File: src/hdl/kclc_pkg.sv
// Package for the keypad code lock controller.
// Holds the command, key, mode, event and register index codes, the start code
// and the sequencer state type. It has no dependencies.
`default_nettype none

package kclc_pkg;

  localparam logic [1:0] CMD_KEY     = 2'd0;
  localparam logic [1:0] CMD_TICK    = 2'd1;
  localparam logic [1:0] CMD_RELEASE = 2'd2;

  localparam logic [3:0] KEY_BACK    = 4'd10;
  localparam logic [3:0] KEY_CONFIRM = 4'd11;
  localparam logic [3:0] KEY_OPEN    = 4'd12;
  localparam logic [3:0] KEY_CHANGE  = 4'd13;

  localparam logic [2:0] M_UNLOCK = 3'd0;
  localparam logic [2:0] M_CHOOSE = 3'd1;
  localparam logic [2:0] M_NEW    = 3'd2;
  localparam logic [2:0] M_REPEAT = 3'd3;
  localparam logic [2:0] M_LOCKED = 3'd4;

  localparam logic [3:0] EV_NONE     = 4'd0;
  localparam logic [3:0] EV_DIGIT    = 4'd1;
  localparam logic [3:0] EV_ERASE    = 4'd2;
  localparam logic [3:0] EV_GRANTED  = 4'd3;
  localparam logic [3:0] EV_WRONG    = 4'd4;
  localparam logic [3:0] EV_LOCKOUT  = 4'd5;
  localparam logic [3:0] EV_TIMEOUT  = 4'd6;
  localparam logic [3:0] EV_OPEN     = 4'd7;
  localparam logic [3:0] EV_STORED   = 4'd8;
  localparam logic [3:0] EV_CHANGED  = 4'd9;
  localparam logic [3:0] EV_MISMATCH = 4'd10;
  localparam logic [3:0] EV_RELEASED = 4'd11;

  localparam logic CFG_TIMEOUT  = 1'b0;
  localparam logic CFG_ATTEMPTS = 1'b1;

  localparam logic [7:0] TIMEOUT_RST  = 8'd60;
  localparam logic [2:0] ATTEMPTS_RST = 3'd3;

  localparam int unsigned START_LEN = 6;
  localparam logic [3:0] START_CODE [0:START_LEN-1] = '{4'd1, 4'd2, 4'd3, 4'd4, 4'd5, 4'd6};

  localparam int unsigned COUNT_W = 4;

  typedef enum logic [5:0] {
    S_IDLE   = 6'b000001,
    S_DECODE = 6'b000010,
    S_CMP    = 6'b000100,
    S_COPY   = 6'b001000,
    S_FINISH = 6'b010000,
    S_DONE   = 6'b100000
  } seq_state_t;

  function automatic logic [3:0] start_digit(int unsigned i);
    logic [3:0] d;
    d = 4'd0;
    if (i < START_LEN) begin
      d = START_CODE[i[2:0]];
    end
    return d;
  endfunction

endpackage

`default_nettype wire

File: src/hdl/keypad_code_lock_controller_unit.sv
// Keypad code lock controller, top level.
// Uses kclc_pkg for its codes, start code and sequencer state type.
//
// Input channel: in_tuser carries the command (key press, timer tick, manager
// release) and in_tdata the key code. One result leaves on the output channel
// for every input transfer, in order: the event, the lock mode, the number of
// digits in the entry buffer and the count of wrong unlock entries.
// The configuration port writes the timeout in ticks and the attempt limit;
// it is to be written only while idle; the block itself does not enforce it.
// An item passes through accept, decode and result load. A confirm that
// compares a code walks the digits one at a time through the single digit
// comparator, stopping at the first mismatch; one that stores a code copies
// them; both then apply the outcome. in_tready is high only between items.
// The result sits in an output register; a stalled receiver lets the next item
// be accepted and decoded, and that item then waits for the register to free.
// Reset restores the start code 123456, the unlock entry mode, an empty buffer
// and the register defaults (60 ticks, 3 attempts).
`default_nettype none

module keypad_code_lock_controller_unit
  import kclc_pkg::*;
#(
  parameter int unsigned MAX_DIGITS = 8
) (
  input  wire logic        clk,
  input  wire logic        rst_n,
  input  wire logic        in_tvalid,
  output logic             in_tready,
  input  wire logic [7:0]  in_tdata,   // [3:0] key_code, [7:4] zero
  input  wire logic [1:0]  in_tuser,   // [1:0] cmd
  output logic             out_tvalid,
  input  wire logic        out_tready,
  output logic [15:0]      out_tdata,  // [3:0] event_res, [6:4] mode,
                                       // [10:7] entered_count, [13:11] failures
  input  wire logic        cfg_we,
  input  wire logic        cfg_index,
  input  wire logic [7:0]  cfg_wdata
);

  localparam int unsigned LW = $clog2(MAX_DIGITS + 1);
  localparam int unsigned IW = (MAX_DIGITS > 1) ? $clog2(MAX_DIGITS) : 1;
  localparam logic [LW-1:0] MAX_LEN = LW'(MAX_DIGITS);
  localparam logic [LW-1:0] RST_CODE_LEN =
    LW'((MAX_DIGITS < START_LEN) ? MAX_DIGITS : START_LEN);

  seq_state_t    state_r, state_nxt;
  logic [1:0]    cmd_r, cmd_nxt;
  logic [3:0]    key_r, key_nxt;
  logic [2:0]    mode_r, mode_nxt;
  logic [LW-1:0] len_r, len_nxt;
  logic [LW-1:0] code_len_r, code_len_nxt;
  logic [2:0]    wrong_r, wrong_nxt;
  logic [7:0]    idle_r, idle_nxt;
  logic          timer_on_r, timer_on_nxt;
  logic [IW-1:0] idx_r, idx_nxt;
  logic          match_r, match_nxt;
  logic [3:0]    ev_r, ev_nxt;
  logic          out_valid_r, out_valid_nxt;
  logic [15:0]   out_data_r, out_data_nxt;
  logic [7:0]    timeout_r;
  logic [2:0]    attempts_r;

  logic [3:0]    entry_r [MAX_DIGITS];
  logic [3:0]    code_r  [MAX_DIGITS];

  logic          entry_we;
  logic          code_we;
  logic          fin;
  logic          in_entry;
  logic          digit_eq;
  logic          idx_last;
  logic [7:0]    idle_inc;
  logic [2:0]    wrong_inc;

  assign in_tready  = (state_r == S_IDLE);
  assign out_tvalid = out_valid_r;
  assign out_tdata  = out_data_r;

  assign digit_eq = (entry_r[idx_r] == code_r[idx_r]);
  assign idx_last = ((LW'(idx_r) + LW'(1)) == len_r);
  assign idle_inc = idle_r + 8'd1;
  assign wrong_inc = wrong_r + 3'd1;

  always_comb begin
    in_entry = 1'b0;
    case (mode_r) inside
      M_UNLOCK, M_NEW, M_REPEAT: in_entry = 1'b1;
      default: in_entry = 1'b0;
    endcase
  end

  always_comb begin
    state_nxt     = state_r;
    cmd_nxt       = cmd_r;
    key_nxt       = key_r;
    mode_nxt      = mode_r;
    len_nxt       = len_r;
    code_len_nxt  = code_len_r;
    wrong_nxt     = wrong_r;
    idle_nxt      = idle_r;
    timer_on_nxt  = timer_on_r;
    idx_nxt       = idx_r;
    match_nxt     = match_r;
    ev_nxt        = ev_r;
    out_valid_nxt = out_valid_r;
    out_data_nxt  = out_data_r;
    entry_we      = 1'b0;
    code_we       = 1'b0;
    fin           = 1'b0;

    if (out_valid_r && out_tready) begin
      out_valid_nxt = 1'b0;
    end

    case (state_r)
      S_IDLE: begin
        if (in_tvalid) begin
          cmd_nxt   = in_tuser;
          key_nxt   = in_tdata[3:0];
          state_nxt = S_DECODE;
        end
      end
      S_DECODE: begin
        ev_nxt    = EV_NONE;
        state_nxt = S_DONE;
        case (cmd_r)
          CMD_KEY: begin
            if (in_entry) begin
              if (key_r == KEY_BACK) begin
                if (len_r != '0) begin
                  len_nxt  = len_r - LW'(1);
                  idle_nxt = 8'd0;
                  ev_nxt   = EV_ERASE;
                end
              end else if (key_r == KEY_CONFIRM || (key_r < KEY_BACK && len_r >= MAX_LEN)) begin
                fin = 1'b1;
              end else if (key_r < KEY_BACK) begin
                entry_we     = 1'b1;
                len_nxt      = len_r + LW'(1);
                timer_on_nxt = 1'b1;
                idle_nxt     = 8'd0;
                ev_nxt       = EV_DIGIT;
              end
            end else if (mode_r == M_CHOOSE) begin
              if (key_r == KEY_OPEN) begin
                mode_nxt  = M_UNLOCK;
                wrong_nxt = 3'd0;
                ev_nxt    = EV_OPEN;
              end else if (key_r == KEY_CHANGE) begin
                mode_nxt = M_NEW;
              end
              len_nxt      = '0;
              timer_on_nxt = 1'b0;
              idle_nxt     = 8'd0;
            end
          end
          CMD_TICK: begin
            if (in_entry && timer_on_r) begin
              idle_nxt = idle_inc;
              if (idle_inc == timeout_r) begin
                if (mode_r == M_UNLOCK) begin
                  wrong_nxt    = 3'd0;
                  len_nxt      = '0;
                  timer_on_nxt = 1'b0;
                  idle_nxt     = 8'd0;
                  ev_nxt       = EV_TIMEOUT;
                end else begin
                  fin = 1'b1;
                end
              end
            end
          end
          CMD_RELEASE: begin
            if (mode_r == M_LOCKED) begin
              mode_nxt     = M_UNLOCK;
              wrong_nxt    = 3'd0;
              len_nxt      = '0;
              timer_on_nxt = 1'b0;
              idle_nxt     = 8'd0;
              ev_nxt       = EV_RELEASED;
            end
          end
          default: ;
        endcase
        if (fin) begin
          idx_nxt   = '0;
          match_nxt = 1'b0;
          if (mode_r == M_NEW) begin
            state_nxt = (len_r == '0) ? S_FINISH : S_COPY;
          end else begin
            state_nxt = (len_r == '0 || len_r != code_len_r) ? S_FINISH : S_CMP;
          end
        end
      end
      S_CMP: begin
        if (!digit_eq) begin
          match_nxt = 1'b0;
          state_nxt = S_FINISH;
        end else if (idx_last) begin
          match_nxt = 1'b1;
          state_nxt = S_FINISH;
        end else begin
          idx_nxt = idx_r + IW'(1);
        end
      end
      S_COPY: begin
        code_we = 1'b1;
        if (idx_last) begin
          state_nxt = S_FINISH;
        end else begin
          idx_nxt = idx_r + IW'(1);
        end
      end
      S_FINISH: begin
        ev_nxt = EV_NONE;
        case (mode_r)
          M_UNLOCK: begin
            if (match_r) begin
              wrong_nxt = 3'd0;
              mode_nxt  = M_CHOOSE;
              ev_nxt    = EV_GRANTED;
            end else begin
              wrong_nxt = wrong_inc;
              if (wrong_inc >= attempts_r) begin
                mode_nxt = M_LOCKED;
                ev_nxt   = EV_LOCKOUT;
              end else begin
                ev_nxt = EV_WRONG;
              end
            end
          end
          M_NEW: begin
            code_len_nxt = len_r;
            mode_nxt     = M_REPEAT;
            ev_nxt       = EV_STORED;
          end
          M_REPEAT: begin
            if (match_r) begin
              wrong_nxt = 3'd0;
              mode_nxt  = M_UNLOCK;
              ev_nxt    = EV_CHANGED;
            end else begin
              mode_nxt = M_NEW;
              ev_nxt   = EV_MISMATCH;
            end
          end
          default: ;
        endcase
        len_nxt      = '0;
        timer_on_nxt = 1'b0;
        idle_nxt     = 8'd0;
        state_nxt    = S_DONE;
      end
      S_DONE: begin
        if (!out_valid_r || out_tready) begin
          out_valid_nxt = 1'b1;
          out_data_nxt  = {2'b00, wrong_r, COUNT_W'(len_r), mode_r, ev_r};
          state_nxt     = S_IDLE;
        end
      end
      default: begin
        state_nxt = S_IDLE;
      end
    endcase
  end

  always_ff @(posedge clk) begin
    if (!rst_n) begin
      state_r     <= S_IDLE;
      mode_r      <= M_UNLOCK;
      len_r       <= '0;
      code_len_r  <= RST_CODE_LEN;
      wrong_r     <= 3'd0;
      idle_r      <= 8'd0;
      timer_on_r  <= 1'b0;
      out_valid_r <= 1'b0;
      timeout_r   <= TIMEOUT_RST;
      attempts_r  <= ATTEMPTS_RST;
    end else begin
      state_r     <= state_nxt;
      mode_r      <= mode_nxt;
      len_r       <= len_nxt;
      code_len_r  <= code_len_nxt;
      wrong_r     <= wrong_nxt;
      idle_r      <= idle_nxt;
      timer_on_r  <= timer_on_nxt;
      out_valid_r <= out_valid_nxt;
      if (cfg_we) begin
        case (cfg_index)
          CFG_TIMEOUT:  timeout_r  <= cfg_wdata;
          CFG_ATTEMPTS: attempts_r <= cfg_wdata[2:0];
          default: ;
        endcase
      end
    end
  end

  always_ff @(posedge clk) begin
    cmd_r      <= cmd_nxt;
    key_r      <= key_nxt;
    idx_r      <= idx_nxt;
    match_r    <= match_nxt;
    ev_r       <= ev_nxt;
    out_data_r <= out_data_nxt;
    if (entry_we) begin
      entry_r[len_r[IW-1:0]] <= key_r;
    end
  end

  always_ff @(posedge clk) begin
    if (!rst_n) begin
      for (int unsigned i = 0; i < MAX_DIGITS; i++) begin
        code_r[i] <= start_digit(i);
      end
    end else if (code_we) begin
      code_r[idx_r] <= entry_r[idx_r];
    end
  end

  a_len_bound: assert property (@(posedge clk) disable iff (!rst_n)
    len_r <= MAX_LEN)
    else $error("Entry length exceeds the buffer depth.");

  a_timer_idle: assert property (@(posedge clk) disable iff (!rst_n)
    !timer_on_r |-> idle_r == 8'd0)
    else $error("Idle counter runs while the timer is off.");

  a_no_entry: assert property (@(posedge clk) disable iff (!rst_n)
    (mode_r == M_CHOOSE || mode_r == M_LOCKED) |-> len_r == '0)
    else $error("Entry buffer is not empty outside an entry mode.");

  a_walk_range: assert property (@(posedge clk) disable iff (!rst_n)
    (state_r == S_CMP || state_r == S_COPY) |-> LW'(idx_r) < len_r)
    else $error("Digit walk runs past the entry length.");

  a_accept_decode: assert property (@(posedge clk) disable iff (!rst_n)
    in_tvalid && in_tready |=> state_r == S_DECODE)
    else $error("An accepted transfer was not decoded.");

endmodule

`default_nettype wire
File: config.mk
export PLATFORM = sky130hd
export DESIGN_NAME = keypad_code_lock_controller_unit
export DESIGN_NICKNAME = d
export VERILOG_FILES = /design/src/hdl/kclc_pkg.sv /design/src/hdl/keypad_code_lock_controller_unit.sv
export SDC_FILE = /design/constraint.sdc
export NUM_CORES = 1
export LEC_CHECK = 0
export BUFFER_PORTS_ARGS = -buffer_cell sky130_fd_sc_hd__buf_2
export CAP_MARGIN = 20
export CORE_UTILIZATION = 50
export DETAILED_ROUTE_END_ITERATION = 7
export PLACE_DENSITY_LB_ADDON = 0.3
export SETUP_SLACK_MARGIN = 0.05
export SYNTH_ARGS = -nofsm -noshare
export SYNTH_HDL_FRONTEND = slang
export SYNTH_SLANG_ARGS = --single-unit
File: constraint.sdc
create_clock -name clk -period 2.97 [get_ports clk]
set_clock_uncertainty 0.2 [all_clocks]
set_input_delay 0.594 -clock clk [delete_from_list [all_inputs] [get_ports clk]]
set_output_delay 0.594 -clock clk [all_outputs]
set_load 0.01 [all_outputs]
# == After elaboration in Yosys (flattened, before gate mapping) ==
# Memory sizes are Yosys's and may differ from the RTL's. A register that Yosys moved wholly into a read port is not among the register bits.
# Index checks and enable logic that the tools add are counted.
# op_classes
addsub,6
mul,0
div_mod_pow,0
order_cmp,3
eq_ne,46
n_shift,0
n_mux,127
bitwise_logic,1
reduce_logical,29
# ops
operator,count
$mux 3,27
$mux 4,20
$mux 8,10
$mux 1,40
$pmux 4 s3,3
$pmux 6 s6,1
$mux 6,5
$ne 3x3->1 const B,10
$ne 4x4->1 const B,7
$pmux 3 s3,3
$pmux 3 s2,4
$pmux 8 s3,1
$reduce_and 10->1,2
$eq 4x4->1 const B,4
$pmux 4 s2,2
$pmux 8 s2,1
$reduce_and 8->1,2
$mux 5,3
$ne 5x5->1 const B,3
$reduce_and 2->1,6
$reduce_and 11->1,1
$add 8x1->8 const B,1
$eq 4x4->1,2
$eq 8x8->1,1
other kinds (38),53
# word_totals
ff_bits,69
latch_bits,0
mem_bits_rw,64
mem_bits_ro,0
input_bits,24
out_inout_bits,18
word_cells,230
mem_count,2
# mem_list
name,words,word_bits,rd,rd_clocked_by_memory_dff,wr,line,rtl
code_r,8,4,1,1,8,keypad_code_lock_controller_unit.sv:64,logic [3:0] code_r [MAX_DIGITS];
entry_r,8,4,1,1,1,keypad_code_lock_controller_unit.sv:63,logic [3:0] entry_r [MAX_DIGITS];

# == Depth between registers and ports, before layout ==
# logic_depth
word_depth,11
mapped_depth,10

# == Worst setup path before layout ==
# OpenSTA, ideal clock, no wires.
# synth_timing
path_kind,reg-to-reg
start,register idle_r[0]
end,register with a tool-made name
setup_time_ns,0.121
arrival_ns,2.688
required_time_ns,2.649
path_slack_ns,-0.039
stages_incl_launch_ff,10
path_cell_list,dfxtp_1 -> ha_1 -> buf_2 -> or3b_1 -> a211oi_1 -> o32ai_1 -> a2111oi_1 -> a211o_1 -> o211a_1 -> mux2_2
# synth_rtl
item,line,rtl
start: declaration,keypad_code_lock_controller_unit.sv:53,"logic [7:0] idle_r, idle_nxt;"
start signal: assignment,keypad_code_lock_controller_unit.sv:285,idle_r <= idle_nxt;

# == Worst setup path after layout ==
# layout_timing
start,register idle_r[0]
end,register len_r[3]
# layout_via
elab_chain_len,4
# layout_rtl
item,line,rtl
$add 8x1->8,keypad_code_lock_controller_unit.sv:81,assign idle_inc = idle_r + 8'd1;
$eq 8x8->1,keypad_code_lock_controller_unit.sv:160,if (idle_inc == timeout_r) begin
$ne 3x3->1 (no line),--,
$reduce_and 10->1 (no line),--,
end signal: assignment,keypad_code_lock_controller_unit.sv:282,len_r <= len_nxt;
end: declaration,keypad_code_lock_controller_unit.sv:50,"logic [LW-1:0] len_r, len_nxt;"
# No other way between the ends.
# A chain may end at the register's enable or synchronous reset.

==> results.toml <==
[worst_setup_path]
cp_data_arrival_time_ns = 2.93
cp_max_fo = 8
crit_type = "reg2reg"
worst_setup_path_end_kind = "register"
start_kind = "register"
required_ns = 3.12

[finish]
final_common_cell = "edfxtp_1"
antenna_cells = 0
fin_area_sq_mm = 0.007914
syn_to_final_growth_pct = 17.15
drive_above_1_share_pct = 19.41
final_cell_mix = "edfxtp_1, nand2_1, nor2_1"
nets = 704

[global_routing]
grt_max_degree = 44
groute.usage.overall_pct = 22.21
grt_pass1_wl_um = 24010
gr-total-overflow = 0
first_global_vias = 4848
antenna_found_initial = 0

[yosys]
syn_inst = 613
synth_ff_type = "edfxtp_1"
synth.distinct_cells = 68
synth.avg_cell_area_sq_um = 11.02
async_flop_share_pct = 0
ys_seq_area_share_pct = 53.94
netlist_area_sq_mm = 0.006755
ys.warnings.count = 0
synth_enable_flop_cells = 92
ys_ff_latch = 136

[routing]
via_per_inst = 5.679
dr.pass1.iters = 7
drcViolationCount = 0
postRouteAntennaNets = 0
routed-via-count = 4861
drt_iter0_drc = 374
routed_wl_um = 14430
wl_per_cell_um = 16.86

[timing]
slew_headroom_pct = 46.90
finalCritPeriodShare_pct = 93.38
worst_slew_pin_slew_ns = 0.7744
setup_violations = 0
drv_slew = 0
timing.fmax_mhz = 360.6
rsz0062_at_grt = "false"
hold_viol = 0
period_needed_ns = 2.773
finalSetupTns_ns = 0

[place]
io_buffers = 35
place_congestion = 0.8877
placed_area_sq_mm = 0.007272
hpwl_um = 10650

[die]
io-pin-count = 42
core_area_sq_mm = 0.01319
start_util_pct = 51.21
die_area_sq_mm = 0.01398
die_w_um = 118.2
fp.dieH_um = 118.2
rows = 42

[clocking]
htreeDepth = 4
cts_hold_buffers = 0
clkLatencyLatePin_ns = 0.42
clockRootBuffer = "clkbuf_16"
path_clk_slew_ns = 0.06
cts_tree = "done"
cts_buffer_depth = 2
cts_made_buffers = 17
cts_sinks = 136

[pwr]
power_leakage_nw = 2.882
ir_worst_vdd_uv = 436.0
power_density_mw_per_mm2 = 569.9

[run]
max_cap_violations = 0

[hold_path]
hp-class = "in2reg"

[status]
status = "finished clean"
[power breakdown]
group          switching, mW  internal [mW]
logic                  0.146          0.107
clock network          0.776           1.40
registers             0.0306           2.05
total                  0.953           3.56
[metal layers]
layer | vias up | track usage (%) | share of wire, %
li1 | 2349 | - | -
met1 | 2366 | 28.01 | 43
met2 | 128 | 36.91 | 51
met3 | 18 | 5.116 | 4.4
met4 | 0 | 8.814 | 1.9
met5 | - | 0 | 0
[final cells by class]
type | instances | area, sq um
well taps | 176 | 220.2
clock buffers | 19 | 432.9
clock inverters | 13 | 176.4
repair buffers | 68 | 435.4
inverters | 14 | 52.55
flip-flops and latches | 136 | 3643
fillers | 1059 | 5276
multi-input cells | 430 | 2953
[per-stage QoR]
step | worst slack (ns) | power, mW | hold WS, ns | cells | util (%)
6_report | 0.1967 | 4.510 | 0.1527 | 856 | 60.00
5_1_grt | 0.06102 | 4.661 | 0.1387 | 856 | 60.00
4_1_cts | 0.06031 | 4.549 | 0.1360 | 855 | 59.75
3_5_place_dp | 0.01852 | 2.377 | 0.2084 | 823 | 55.13
3_3_place_gp | 0.1112 | 2.367 | 0.2059 | 823 | 55.13
2_1_floorplan | 0.1139 | 2.283 | 0.2003 | 614 | -
[registers in the layout, indices dropped and copies added, names as in the netlist, named ones only]
signal	cells
idx_r	3
attempts_r	3
state_r	6
cmd_r	2
out_tvalid	1
timer_on_r	1
out_tdata	14
code_r	32
key_r	4
len_r	4
code_len_r	4
wrong_r	3
idle_r	8
mode_r	3
entry_r	32
timeout_r	8
ev_r	4
match_r	1
[cells by family (layout without fill, tap and decap cells)]
logic type,count (synthesis),count (layout),synth area share (%)
flip-flops,136,136,53.94
adder cells (fa/ha/maj),13,13,2.519
other,1,2,0.05551
XOR/XNOR,28,28,3.630
buffers and inverters,48,114,2.852
AO/OA/AOI/OAI,102,102,10.84
multiplexers,25,25,6.557
AND/OR/NAND/NOR,260,260,19.62
[repair_timing]
action	CTS	global route
resized for setup	1	4
gates cloned	0	0
buffers inserted	0	1
pin swaps	1	1
setup endpoints to repair	4	15
[final timing paths]
kind                                      to         from  slack, ns  depth (start not counted)
worst max-delay path                len_r[3]    idle_r[0]       0.20                          8
worst min-delay path                key_r[0]  in_tdata[0]       0.15                          1
worst max register to register      len_r[3]    idle_r[0]       0.20                          8
worst min register to register  out_tdata[0]      ev_r[0]       0.22                          0
[worst max-delay path: stages, from the launching register on]
cell and delay, ns:
dfxtp_1 0.37, ha_4 0.19, or3b_1 0.37, a211oi_2 0.25, o32ai_2 0.14, a211oi_4 0.37, o21bai_4 0.14, or4b_1 0.52
a21boi_1 0.14
[synth_stat cells (10+ instances only)]
library cell,number,share of area [%]
inv_1,14,0.78
a21boi_0,12,1.3
xnor2_1,14,1.8
dfxtp_1,44,13
ha_1,12,2.2
mux4_2,15,5.0
o21ai_0,10,0.74
nand2_1,82,4.6
nor3_1,13,0.96
clkbuf_1,27,1.5
xor2_1,14,1.8
a21oi_1,25,1.9
nand3_1,27,2.0
nand2b_1,17,1.6
edfxtp_1,92,41
nor2_1,53,2.9
Power figures use the tool's default switching activity.
